### src/rtl/gdn_pkg.sv
`timescale 1ns / 1ps
`default_nettype none

package gdn_pkg;

	localparam int unsigned MAX_YEAR_DEF = 5000;

	localparam int unsigned DAYS_400Y = 146097;
	localparam int unsigned DAYS_100Y = 36524;
	localparam int unsigned DAYS_4Y   = 1461;
	localparam int unsigned DAYS_1Y   = 365;

	// 400y/4y: floor reciprocal, estimate exact or one low, fixed by one compare.
	localparam int unsigned RECIP_400Y = 29398;  // 2^32 / 146097
	localparam int unsigned RECIP_4Y   = 1435;   // 2^21 / 1461
	localparam int unsigned RECIP_100  = 5243;   // ceil(2^19 / 100), exact below 43699

	// Stages of the day number -> date path, and of the date -> day number path.
	localparam int unsigned GDN_LAT        = 10;
	localparam int unsigned GDN_D2N_STAGES = 3;

	typedef struct packed {
		logic [20:0] day_number;
		logic [12:0] year;
		logic [3:0]  month;
		logic [4:0]  day;
		logic        leap;
		logic        err;
	} gdn_res_t;

	// Days before the first of a month, zero-based month index, common year.
	function automatic logic [8:0] month_start(input logic [3:0] idx);
		logic [8:0] s;
		case (idx)
			4'd0:    s = 9'd0;
			4'd1:    s = 9'd31;
			4'd2:    s = 9'd59;
			4'd3:    s = 9'd90;
			4'd4:    s = 9'd120;
			4'd5:    s = 9'd151;
			4'd6:    s = 9'd181;
			4'd7:    s = 9'd212;
			4'd8:    s = 9'd243;
			4'd9:    s = 9'd273;
			4'd10:   s = 9'd304;
			4'd11:   s = 9'd334;
			default: s = 9'd0;
		endcase
		return s;
	endfunction

endpackage

`default_nettype wire

### src/rtl/gregorian_day_number_converter_core.sv
`timescale 1ns / 1ps
`default_nettype none

// Proleptic Gregorian date <-> serial day number converter (day 1 = 0001-01-01).
// Input transfer: start high at a rising edge while busy is low. busy is always
// low, so one item may be given in every cycle. op = 1 converts in_year,
// in_month, in_day to out_day_number; op = 0 converts in_day_number to
// out_year, out_month, out_day. is_leap reports the year's leap flag;
// range_error marks inputs outside the valid ranges, all other fields zero.
// Output transfer: done is high for exactly one cycle with the result fields;
// results leave in input order. Both directions run through a 10-stage pipeline
// (day number -> date: division by the 400-, 100-, 4- and 1-year cycle lengths,
// then month search; date -> day number is delayed to match) plus the output
// register, so throughput is one item per cycle. The receiver cannot stall.
// Reset clears the valid pipeline and done; items in flight are dropped.

module gregorian_day_number_converter_core #(
	parameter int unsigned MAX_YEAR = gdn_pkg::MAX_YEAR_DEF
) (
	input  wire logic        clk,
	input  wire logic        arst_n,
	input  wire logic        start,
	output logic             busy,
	input  wire logic        op,
	input  wire logic [20:0] in_day_number,
	input  wire logic [12:0] in_year,
	input  wire logic [3:0]  in_month,
	input  wire logic [4:0]  in_day,
	output logic             done,
	output logic [20:0]      out_day_number,
	output logic [12:0]      out_year,
	output logic [3:0]       out_month,
	output logic [4:0]       out_day,
	output logic             is_leap,
	output logic             range_error
);
	import gdn_pkg::*;

	gdn_res_t d2n_res, n2d_res, sel_res;
	logic [GDN_LAT-1:0] pipe_vld_q, pipe_op_q;
	logic done_q;
	gdn_res_t out_q;

	assign busy = 1'b0;

	gdn_date2num #(
		.MAX_YEAR (MAX_YEAR)
	) u_date2num (
		.clk      (clk),
		.in_year  (in_year),
		.in_month (in_month),
		.in_day   (in_day),
		.res      (d2n_res)
	);

	gdn_num2date #(
		.MAX_YEAR (MAX_YEAR)
	) u_num2date (
		.clk           (clk),
		.in_day_number (in_day_number),
		.res           (n2d_res)
	);

	always_ff @(posedge clk or negedge arst_n) begin
		if (!arst_n) begin
			pipe_vld_q <= '0;
			done_q     <= 1'b0;
		end else begin
			pipe_vld_q <= {pipe_vld_q[GDN_LAT-2:0], start & ~busy};
			done_q     <= pipe_vld_q[GDN_LAT-1];
		end
	end

	always_ff @(posedge clk) begin
		pipe_op_q <= {pipe_op_q[GDN_LAT-2:0], op};
	end

	assign sel_res = pipe_op_q[GDN_LAT-1] ? d2n_res : n2d_res;

	always_ff @(posedge clk) begin
		if (pipe_vld_q[GDN_LAT-1]) begin
			out_q <= sel_res;
		end
	end

	assign done           = done_q;
	assign out_day_number = out_q.day_number;
	assign out_year       = out_q.year;
	assign out_month      = out_q.month;
	assign out_day        = out_q.day;
	assign is_leap        = out_q.leap;
	assign range_error    = out_q.err;

endmodule

`default_nettype wire

### src/rtl/gdn_date2num.sv
`timescale 1ns / 1ps
`default_nettype none

module gdn_date2num #(
	parameter int unsigned MAX_YEAR = gdn_pkg::MAX_YEAR_DEF
) (
	input  wire logic             clk,
	input  wire logic [12:0]      in_year,
	input  wire logic [3:0]       in_month,
	input  wire logic [4:0]       in_day,
	output gdn_pkg::gdn_res_t     res
);
	import gdn_pkg::*;

	localparam int unsigned DLY = GDN_LAT - GDN_D2N_STAGES;

	// s1
	logic [12:0] y_s1, p_s1;
	logic [6:0]  pq_s1, yq_s1;
	logic [3:0]  m_s1;
	logic [4:0]  d_s1;
	logic        err_s1;
	// s2
	logic [21:0] base_s2;
	logic [8:0]  moff_s2;
	logic [4:0]  d_s2;
	logic        leap_s2, err_s2;
	// s3
	gdn_res_t    res_s3;

	logic [12:0] p_c;
	logic [25:0] pprod_c, yprod_c;
	logic [12:0] rem100_c;
	logic        leap_c;
	logic [21:0] v_c;
	gdn_res_t    res_c;

	assign p_c     = in_year - 13'd1;
	assign pprod_c = 26'(p_c) * 26'(RECIP_100);
	assign yprod_c = 26'(in_year) * 26'(RECIP_100);

	always_ff @(posedge clk) begin
		y_s1   <= in_year;
		p_s1   <= p_c;
		pq_s1  <= pprod_c[25:19];
		yq_s1  <= yprod_c[25:19];
		m_s1   <= in_month;
		d_s1   <= in_day;
		err_s1 <= (in_year == 13'd0) || (32'(in_year) > MAX_YEAR) ||
			(in_month == 4'd0) || (in_month > 4'd12) || (in_day == 5'd0);
	end

	assign rem100_c = y_s1 - 13'(yq_s1) * 13'd100;
	assign leap_c   = (y_s1[1:0] == 2'b00) && ((rem100_c != 13'd0) || (yq_s1[1:0] == 2'b00));

	always_ff @(posedge clk) begin
		base_s2 <= 22'(p_s1) * 22'(DAYS_1Y) + 22'(p_s1[12:2]) - 22'(pq_s1) + 22'(pq_s1[6:2]);
		moff_s2 <= month_start(m_s1 - 4'd1) + 9'((leap_c && (m_s1 > 4'd2)) ? 1 : 0);
		leap_s2 <= leap_c;
		d_s2    <= d_s1;
		err_s2  <= err_s1;
	end

	assign v_c = base_s2 + 22'(moff_s2) + 22'(d_s2);

	always_comb begin
		res_c = '0;
		if (err_s2 || v_c[21]) begin
			res_c.err = 1'b1;
		end else begin
			res_c.day_number = v_c[20:0];
			res_c.leap       = leap_s2;
		end
	end

	always_ff @(posedge clk) begin
		res_s3 <= res_c;
	end

	// Align with the longer day number -> date path.
	gdn_res_t dly_q [DLY];

	always_ff @(posedge clk) begin
		dly_q[0] <= res_s3;
		for (int i = 1; i < DLY; i++) begin
			dly_q[i] <= dly_q[i-1];
		end
	end

	assign res = dly_q[DLY-1];

endmodule

`default_nettype wire

### src/rtl/gdn_num2date.sv
`timescale 1ns / 1ps
`default_nettype none

module gdn_num2date #(
	parameter int unsigned MAX_YEAR = gdn_pkg::MAX_YEAR_DEF
) (
	input  wire logic             clk,
	input  wire logic [20:0]      in_day_number,
	output gdn_pkg::gdn_res_t     res
);
	import gdn_pkg::*;

	localparam int unsigned PY = MAX_YEAR - 1;
	localparam int unsigned LAST = PY * 365 + PY / 4 - PY / 100 + PY / 400 + 365 +
		((((MAX_YEAR % 4) == 0 && (MAX_YEAR % 100) != 0) || (MAX_YEAR % 400) == 0) ? 1 : 0);
	localparam logic [21:0] LAST_DN = 22'(LAST);

	// s1: 400-year estimate
	logic [20:0] r_s1;
	logic [3:0]  qe_s1;
	logic        err_s1;
	// s2
	logic [18:0] rem_s2;
	logic [3:0]  qe_s2;
	logic        err_s2;
	// s3: 400-year fix
	logic [17:0] r400_s3;
	logic [3:0]  q400_s3;
	logic        err_s3;
	// s4: 100-year
	logic [15:0] r100_s4;
	logic [1:0]  q100_s4;
	logic [3:0]  q400_s4;
	logic        err_s4;
	// s5: 4-year estimate
	logic [15:0] r100_s5;
	logic [4:0]  qe4_s5;
	logic [1:0]  q100_s5;
	logic [3:0]  q400_s5;
	logic        err_s5;
	// s6
	logic [11:0] rem4_s6;
	logic [4:0]  qe4_s6;
	logic [1:0]  q100_s6;
	logic [3:0]  q400_s6;
	logic        err_s6;
	// s7: 4-year fix
	logic [10:0] r4_s7;
	logic [4:0]  q4_s7;
	logic [1:0]  q100_s7;
	logic [3:0]  q400_s7;
	logic        err_s7;
	// s8: single year, year and leap
	logic [8:0]  doy_s8;
	logic [12:0] year_s8;
	logic        leap_s8, err_s8;
	// s9: month
	logic [8:0]  doy_s9, mst_s9;
	logic [3:0]  month_s9;
	logic [12:0] year_s9;
	logic        leap_s9, err_s9;
	// s10
	gdn_res_t    res_s10;

	logic [20:0] r_c;
	logic [35:0] prod400_c;
	logic [26:0] prod4_c;
	logic [1:0]  q100_c, q1_c;
	logic [3:0]  month_c;
	logic [8:0]  mst_c, st_c;
	gdn_res_t    res_c;

	assign r_c       = in_day_number - 21'd1;
	assign prod400_c = 36'(r_c) * 36'(RECIP_400Y);

	always_ff @(posedge clk) begin
		r_s1   <= r_c;
		qe_s1  <= prod400_c[35:32];
		err_s1 <= (in_day_number == 21'd0) || ({1'b0, in_day_number} > LAST_DN);
	end

	always_ff @(posedge clk) begin
		rem_s2 <= 19'(r_s1 - 21'(21'(qe_s1) * 21'(DAYS_400Y)));
		qe_s2  <= qe_s1;
		err_s2 <= err_s1;
	end

	always_ff @(posedge clk) begin
		if (rem_s2 >= 19'(DAYS_400Y)) begin
			q400_s3 <= qe_s2 + 4'd1;
			r400_s3 <= 18'(rem_s2 - 19'(DAYS_400Y));
		end else begin
			q400_s3 <= qe_s2;
			r400_s3 <= rem_s2[17:0];
		end
		err_s3 <= err_s2;
	end

	always_comb begin
		if (r400_s3 >= 18'(3 * DAYS_100Y))      q100_c = 2'd3;
		else if (r400_s3 >= 18'(2 * DAYS_100Y)) q100_c = 2'd2;
		else if (r400_s3 >= 18'(DAYS_100Y))     q100_c = 2'd1;
		else                                    q100_c = 2'd0;
	end

	always_ff @(posedge clk) begin
		q100_s4 <= q100_c;
		r100_s4 <= 16'(r400_s3 - 18'(18'(q100_c) * 18'(DAYS_100Y)));
		q400_s4 <= q400_s3;
		err_s4  <= err_s3;
	end

	assign prod4_c = 27'(r100_s4) * 27'(RECIP_4Y);

	always_ff @(posedge clk) begin
		r100_s5 <= r100_s4;
		qe4_s5  <= prod4_c[25:21];
		q100_s5 <= q100_s4;
		q400_s5 <= q400_s4;
		err_s5  <= err_s4;
	end

	always_ff @(posedge clk) begin
		rem4_s6 <= 12'(r100_s5 - 16'(16'(qe4_s5) * 16'(DAYS_4Y)));
		qe4_s6  <= qe4_s5;
		q100_s6 <= q100_s5;
		q400_s6 <= q400_s5;
		err_s6  <= err_s5;
	end

	always_ff @(posedge clk) begin
		if (rem4_s6 >= 12'(DAYS_4Y)) begin
			q4_s7 <= qe4_s6 + 5'd1;
			r4_s7 <= 11'(rem4_s6 - 12'(DAYS_4Y));
		end else begin
			q4_s7 <= qe4_s6;
			r4_s7 <= rem4_s6[10:0];
		end
		q100_s7 <= q100_s6;
		q400_s7 <= q400_s6;
		err_s7  <= err_s6;
	end

	always_comb begin
		if (r4_s7 >= 11'(3 * DAYS_1Y))      q1_c = 2'd3;
		else if (r4_s7 >= 11'(2 * DAYS_1Y)) q1_c = 2'd2;
		else if (r4_s7 >= 11'(DAYS_1Y))     q1_c = 2'd1;
		else                                q1_c = 2'd0;
	end

	always_ff @(posedge clk) begin
		doy_s8  <= 9'(r4_s7 - 11'(11'(q1_c) * 11'(DAYS_1Y)));
		year_s8 <= 13'(q400_s7) * 13'd400 + 13'(q100_s7) * 13'd100 +
			13'(q4_s7) * 13'd4 + 13'(q1_c) + 13'd1;
		leap_s8 <= (q1_c == 2'd3) && ((q4_s7 != 5'd24) || (q100_s7 == 2'd3));
		err_s8  <= err_s7;
	end

	always_comb begin
		month_c = 4'd1;
		mst_c   = 9'd0;
		st_c    = 9'd0;
		for (int k = 1; k < 12; k++) begin
			st_c = month_start(4'(k)) + 9'((leap_s8 && k >= 2) ? 1 : 0);
			if (doy_s8 >= st_c) begin
				month_c = 4'(k + 1);
				mst_c   = st_c;
			end
		end
	end

	always_ff @(posedge clk) begin
		doy_s9   <= doy_s8;
		mst_s9   <= mst_c;
		month_s9 <= month_c;
		year_s9  <= year_s8;
		leap_s9  <= leap_s8;
		err_s9   <= err_s8;
	end

	always_comb begin
		res_c = '0;
		if (err_s9) begin
			res_c.err = 1'b1;
		end else begin
			res_c.year  = year_s9;
			res_c.month = month_s9;
			res_c.day   = 5'(doy_s9 - mst_s9 + 9'd1);
			res_c.leap  = leap_s9;
		end
	end

	always_ff @(posedge clk) begin
		res_s10 <= res_c;
	end

	assign res = res_s10;

endmodule

`default_nettype wire

### config.mk
export PLATFORM = sky130hd
export DESIGN_NAME = gregorian_day_number_converter_core
export DESIGN_NICKNAME = d
export VERILOG_FILES = /design/src/rtl/gdn_pkg.sv /design/src/rtl/gregorian_day_number_converter_core.sv /design/src/rtl/gdn_date2num.sv /design/src/rtl/gdn_num2date.sv
export SDC_FILE = /design/constraint.sdc
export NUM_CORES = 2
export LEC_CHECK = 0
export BUFFER_PORTS_ARGS = -buffer_cell sky130_fd_sc_hd__buf_4
export CAP_MARGIN = 30
export CORE_UTILIZATION = 50
export CTS_CLUSTER_SIZE = 30
export DETAILED_ROUTE_END_ITERATION = 16
export PLACE_DENSITY_LB_ADDON = 0.1
export SETUP_SLACK_MARGIN = 0.3
export SYNTH_ARGS = -nofsm -noshare
export SYNTH_HDL_FRONTEND = slang
export SYNTH_SLANG_ARGS = --single-unit
### constraint.sdc
create_clock -name clk -period 13.5 [get_ports clk]
set_input_delay 1.35 -clock clk [delete_from_list [all_inputs] [get_ports clk]]
set_output_delay 1.35 -clock clk [all_outputs]
set_load 0.01 [all_outputs]
* After elaboration in Yosys (flattened, before gate mapping)
Memory sizes are Yosys's and may differ from the RTL's.
Cells that the tools add are included.
** Word-level totals
- Register bits :: 419
- Memory bits (writable) :: 315
- ROM bits :: 144
- Output and inout port bits :: 47
- Word-level logic and storage cells :: 197
- Memories kept :: 2
** Cells by class
- Add/sub/neg operators :: 34
- Multipliers :: 12
- $lt $le $gt $ge :: 23
- Equal/unequal tests :: 3
- Multiplexer cells :: 36
- Reductions and logical operators :: 19
** Memory list
- u_date2num.dly_q :: words 7, width 45, rd ports 7, clocked after Yosys merged registers in 0, write ports 7, line gdn_date2num.sv:81 : gdn_res_t dly_q [DLY];
- (name not given) :: words 16, width 9, rd ports 1, clocked after Yosys merged registers in 0, write ports 0, line gdn_pkg.sv:34 : case (idx)
** Operators with widths (number)
- greater-or-equal comparator 9 bit :: 10
- two-way mux 5 bit :: 12
- multiplier 13 x 13 -> 26 bit, second input constant :: 2
- adder 22 x 5 -> 22 bit :: 2
- adder 8 x 1 -> 9 bit, first input constant :: 4
- greater-or-equal comparator 18 x 17 -> 1 bit, second input constant :: 2
- multiplier 21 x 14 -> 35 bit, second input constant :: 1
- adder 9 x 1 -> 9 bit, first input constant :: 3
- multiplier 16 x 11 -> 26 bit, second input constant :: 1
- two-way mux 24 bit :: 1
- two-way mux 4 bit :: 6
- adder 22 x 11 -> 22 bit :: 1
- adder 22 x 9 -> 22 bit :: 1
- multiplier 13 x 9 -> 22 bit, second input constant :: 1
- subtractor 22 x 7 -> 22 bit :: 1
- > comparator 21 bit, second input constant :: 1
- zero test 21 bit :: 1
- subtractor 21 x 1 -> 21 bit, second input constant :: 1
- greater-or-equal comparator 19 x 18 -> 1 bit, second input constant :: 1
- multiplier 4 x 18 -> 19 bit, second input constant :: 1
- subtractor 19 bit :: 1
- greater-or-equal comparator 18 x 16 -> 1 bit, second input constant :: 1
- two-way mux 18 bit :: 1
- subtractor 18 bit, second input constant :: 1
- 45 further kinds :: 70

* Longest topological paths before layout
- Depth after elaboration :: 13
- Mapped depth :: 26

* By module
From an unflattened synthesis, not the netlist that was laid out.
** Second synthesis, totals
- Cells, all modules :: 3889
- Area total of the unflattened synthesis :: 41294.6 sq um
** By module, submodules not included
- gdn_num2date :: times used 1, cells each 2107, area an instance 20682.3 sq um
- gdn_date2num :: times used 1, cells each 1664, area an instance 18026.0 sq um
- gregorian_day_number_converter_core :: times used 1, cells each 118, area an instance 2586.2 sq um

* Least setup slack after synthesis
No wires, ideal clock.
- Kind :: input to register
- Start :: in in_day_number[2]
- End :: reg u_num2date.qe_s1[2]
- Library setup time :: 0.140 ns
- Data arrival time :: 7.484 ns
- Required time :: 13.360 ns
- Path slack :: 5.876 ns
- Cell stages on the path :: 23
- Path buffers :: 1
- Path through :: clkbuf_2 nor4_1 and2b_2 nand2_1 nor3_1 xor2_1 inv_1 fa_1 fa_1 inv_1 fa_1 fa_1 fa_1 ha_1 ha_1 a21o_1 a221oi_1 o21ai_0 a31oi_1 a211oi_1 o21ai_0 nor2b_1 o311ai_0
** On the way
- Longest elaborated chain between the ends :: 2
** RTL lines
- from (decl) :: line gregorian_day_number_converter_core.sv:25 : input wire logic [20:0] in_day_number,
- subtractor 21 x 1 -> 21 bit :: line gdn_num2date.sv:73 : assign r_c = in_day_number - 21'd1;
- net u_num2date.r_c[12] :: line gdn_num2date.sv:65 : logic [20:0] r_c;
- multiplier 21 x 14 -> 35 bit :: line gdn_num2date.sv:74 : assign prod400_c = 36'(r_c) * 36'(RECIP_400Y);
- net u_num2date.prod400_c[34] :: line gdn_num2date.sv:66 : logic [35:0] prod400_c;
- to (signal assigned) :: line gdn_num2date.sv:78 : qe_s1 <= prod400_c[35:32];
- to (decl) :: line gdn_num2date.sv:20 : logic [3:0] qe_s1;
The timed path passes the listed nets, and every way through them passes these cells.
A chain may end at the register's enable or synchronous reset.

* Final worst setup path
Ends and elaborated chain as after synthesis.

==> metrics.md <==
| Metric | Value |
|---|---|
| Result of the run | complete, no violations |
| Fraction of layout cells with a size suffix above 1 | 6.33% |
| DPL Wire Length | 60100 um |
| Horizontal die dimension | 284 um |
| Number of distinct library cells after synthesis | 80 |
| Setup repair after global routing missed its margin | false |
| Series of cell instances along the critical path | buf_4, nor4_1, and2b_2, nand2_1, xor2_1, inv_1, o21ai_0, fa_1, inv_1, fa_1, fa_1, fa_1, inv_1, fa_1, inv_1, ha_1, and4_1, nand3_1, nor4_1, a211oi_1, a211oi_1, o21ai_0, nor2b_1, o311ai_0 |
| Skew final | 0.0312 ns |
| Floorplan core area | 79000 um^2 |
| Drt drc | 0 |
| Pre-CTS setup slack | 5.03 ns |
| Maximum capacitance violations | 0 |
| Count of warnings emitted by yosys | 0 |
| Maximum cell stage delay along the critical path | 0.77 ns |
| Initial Util | 50.5% |
| Sum of routed wire length over all layers | 72300 um |
| CTS sink count | 580 |
| Post-route setup slack | 5.60 ns |
| Sort of element at the start of the critical path | input port |
| Slowest library cell on the worst path | sky130_fd_sc_hd__xor2_1 |
| Vias in the first global route | 25.6k |
| Drt first pass iters | 5 |
| Xor-xnor portion of the synthesized cell area | 5.25% |
| Post-layout net count | 5064 |
| Final weighted congestion of routability-driven global placement | 0.854 |
| Cell area after layout | 44200 um^2 |
| Number of instances in the synthesized netlist | 3747 |
| # rows | 103 |
| Number of levels the H-tree was split into | 2 |
| FF-to-FF setup slack | 8.13 ns |
| Adder and majority gate portion of the synthesized area | 42.7% |
| Post-route clock period utilization | 58.5% |
| Post-synthesis to final-layout area growth | 10.8% |
| Peak clock frequency supported by timing | 0.127 GHz |
| Count of port buffers added during placement | 92 |
| Wire length of the first global-routing pass | 126000 um |
| Routed WL per cell | 14.5 um |
| Violation count after the first detailed-routing iteration | 780 |
| Most frequent cells in the layout | sky130_fd_sc_hd__inv_1 (834), sky130_fd_sc_hd__ha_1 (722), sky130_fd_sc_hd__dfxtp_1 (524) |
| Insertion delay to the later sink of the worst-skew pair | 0.62 ns |
| Simple-gate area share of the yosys netlist | 6.59% |
| Setup-failing EPs final | 0 |
| Number of buffers created by CTS | 59 |
| Crit-path max FO | 10 |
| Max transition margin | 29.6% |
| Sum of met3 wire segment lengths after detailed routing | 1890 um |
| Most common cell after layout, fill and taps aside | sky130_fd_sc_hd__inv_1 |
| DR vias | 24.0k |
| Routed met1 length | 33900 um |
| Resized cells post-CTS | 0 |
| Cell repeated most along the worst path | sky130_fd_sc_hd__fa_1 |
| Full die area | 80900 um^2 |
| Combinational family with the most area after synthesis | adder cells |
| Critical Path Start | in_day_number[2] |
| Main synth FF type | sky130_fd_sc_hd__dfxtp_1 |
| Final TNS setup | 0 ns |
| Classification of the worst setup path | in -> reg |
| Die outline height | 284 um |
| Data arrival time at the worst-slack endpoint | 8.41 ns |
| Final Hold Slack | 0.311 ns |
| Number of enable flip-flop cells after synthesis | 45 |
| Actual transition at the worst max-transition pin | 1.05 ns |
| Hold Startpoint | u_date2num.res_s3[1] |
| Number of placed I/O pins | 94 |
| Worst reg2reg path startpoint | u_date2num.p_s1[5] |
| Post-synthesis async set-or-reset flop share | 1.90% |
| Category of the worst setup path capture point | flop |
| Routed wire length on met2 | 35300 um |
| Worst path buffer plus inverter count | 5 |
| Post-layout minimum cycle time | 7.90 ns |
| Synthesized area per cell | 10.6 um^2 |
| Residual overflow from global routing | 0 |
| Multiplexer area fraction after synthesis | 0.317% |
| Antenna cells | 0 |
| Top cell family by delay on the critical path | adder cells |
| Initial antenna violation count | 0 |
| DR vias/cell | 4.81 |
| Clock transition at the registers of the reported paths | 0.06 ns |
| Top routing layer in use | met4 |
| Compound-cell area share of the yosys netlist | 6.66% |
| Portion of the post-synthesis area used by sequential elements | 30.4% |
| Class of the tightest hold or removal check | reg -> reg |
| Fillers | 7025 |
| Pin count of the biggest net entering global routing | 47 |
| Netlist area before placement | 39900 um^2 |
| Clock Path Buffers | 3 |
| Setup Buffers After CTS | 0 |
| CTS hold repair buffers | 0 |
| Placed Area | 41900 um^2 |
| Tot GR Track Use | 19.0% |
| Final antenna-violating net count | 0 |
| Data required time of the critical path | 14.01 ns |
| Final hold violation count | 0 |
| Final number of max-transition violations | 0 |
| Buffer type at the clock tree root | sky130_fd_sc_hd__clkbuf_16 |
| Register bit count reported by yosys | 580 |
| Total nets after synthesis | 4914 |
| CTS tree | yes |
-- kinds of logic after synthesis --
family                   count (synthesis)
flip-flops                             580
XOR/XNOR                               238
buffers and inverters                  859
AO/OA/AOI/OAI                          414
adder cells (fa/ha/maj)               1121
other                                    1
AND/OR/NAND/NOR                        522
multiplexers                            12
-- flip-flops by register name, summed over array words and instances (netlist names), 16 cells and up --
register            count
out_day_number         21
u_num2date.r400_s3     18
u_num2date.r_s1        19
u_num2date.r100_s4     16
u_date2num.dly_q      161
u_num2date.res         24
u_date2num.base_s2     22
u_date2num.res_s3      23
u_num2date.rem_s2      19
-- synth_stat cells (4+ instances only) --
library cell,n,area [um^2]
sky130_fd_sc_hd__inv_1,834,3130
sky130_fd_sc_hd__ha_1,722,9030
sky130_fd_sc_hd__dfxtp_1,524,10500
sky130_fd_sc_hd__fa_1,398,7970
sky130_fd_sc_hd__xnor2_1,166,1450
sky130_fd_sc_hd__nor2_1,127,477
sky130_fd_sc_hd__a21oi_1,123,616
sky130_fd_sc_hd__nand2_1,110,413
sky130_fd_sc_hd__o21ai_0,88,440
sky130_fd_sc_hd__xor2_1,71,622
sky130_fd_sc_hd__nor2b_1,67,419
sky130_fd_sc_hd__edfxtp_1,45,1350
sky130_fd_sc_hd__a21o_1,43,323
sky130_fd_sc_hd__nor3_1,40,200
sky130_fd_sc_hd__nand3_1,38,190
sky130_fd_sc_hd__and2_1,31,194
sky130_fd_sc_hd__nand2b_1,23,144
sky130_fd_sc_hd__o21a_1,21,158
sky130_fd_sc_hd__nand4_1,20,125
sky130_fd_sc_hd__a211oi_1,17,128
sky130_fd_sc_hd__o211ai_1,17,128
sky130_fd_sc_hd__clkbuf_1,16,60.1
sky130_fd_sc_hd__a31oi_1,15,93.8
sky130_fd_sc_hd__o21bai_1,13,97.6
sky130_fd_sc_hd__dfrtp_1,11,275
sky130_fd_sc_hd__nor4_1,11,68.8
sky130_fd_sc_hd__a31o_2,10,87.6
sky130_fd_sc_hd__and3_1,10,62.6
sky130_fd_sc_hd__a21boi_0,9,67.6
sky130_fd_sc_hd__or3_1,9,56.3
sky130_fd_sc_hd__or2_2,8,50.1
sky130_fd_sc_hd__mux2i_1,7,70.1
sky130_fd_sc_hd__or4_1,7,52.6
sky130_fd_sc_hd__a2111oi_0,5,43.8
sky130_fd_sc_hd__a41o_1,5,50.1
sky130_fd_sc_hd__mux2_2,5,56.3
sky130_fd_sc_hd__nand3b_1,5,37.5
sky130_fd_sc_hd__nor3b_1,5,37.5
sky130_fd_sc_hd__o31ai_1,5,37.5
sky130_fd_sc_hd__a211o_1,4,35.0
sky130_fd_sc_hd__a221oi_1,4,35.0
sky130_fd_sc_hd__a41oi_1,4,35.0
sky130_fd_sc_hd__buf_2,4,20.0
sky130_fd_sc_hd__o2111ai_1,4,35.0
-- path summary, 6_finish.rpt --
kind / to / depth (start not counted)
max in group asynchronous: pipe_vld_q[9] / 1
setup reg to reg: u_date2num.base_s2[20] / 18
min in group asynchronous: done / 1
setup / recovery: u_num2date.qe_s1[2] / 24
hold reg to reg: u_date2num.dly_q[0][1] / 0
hold / removal: u_date2num.dly_q[0][1] / 0
-- area by class of cell --
| cell class | count | area [um^2] | share of cell area, % |
|---|---|---|---|
| multi-input cells | 2308 | 24500 | 55.5 |
| flip-flops and latches | 580 | 12100 | 27.4 |
| inverters | 835 | 3130 | 7.10 |
| clock buffers | 81 | 1710 | 3.87 |
| well taps | 1050 | 1310 | 2.97 |
| repair buffers | 113 | 861 | 1.95 |
| clock inverters | 30 | 504 | 1.14 |
-- stage by stage --
step,cells,util (%)
final,4997,55.9
after global routing,4997,55.9
after CTS,4996,55.9
after floorplan,3747,-
after detailed placement,4885,53.1
after global placement,4885,53.1
-- routing by layer --
metal / GRT usage, % / vias to the layer above
met1: 25.0 / 11400
met5: 0 / -
met3: 2.22 / 86
met2: 33.6 / 234
li1: - / 12300
met4: 3.83 / 0
Power is not shown: default switching activity piles up to over one toggle a cycle in this logic, so the estimate is an artifact.
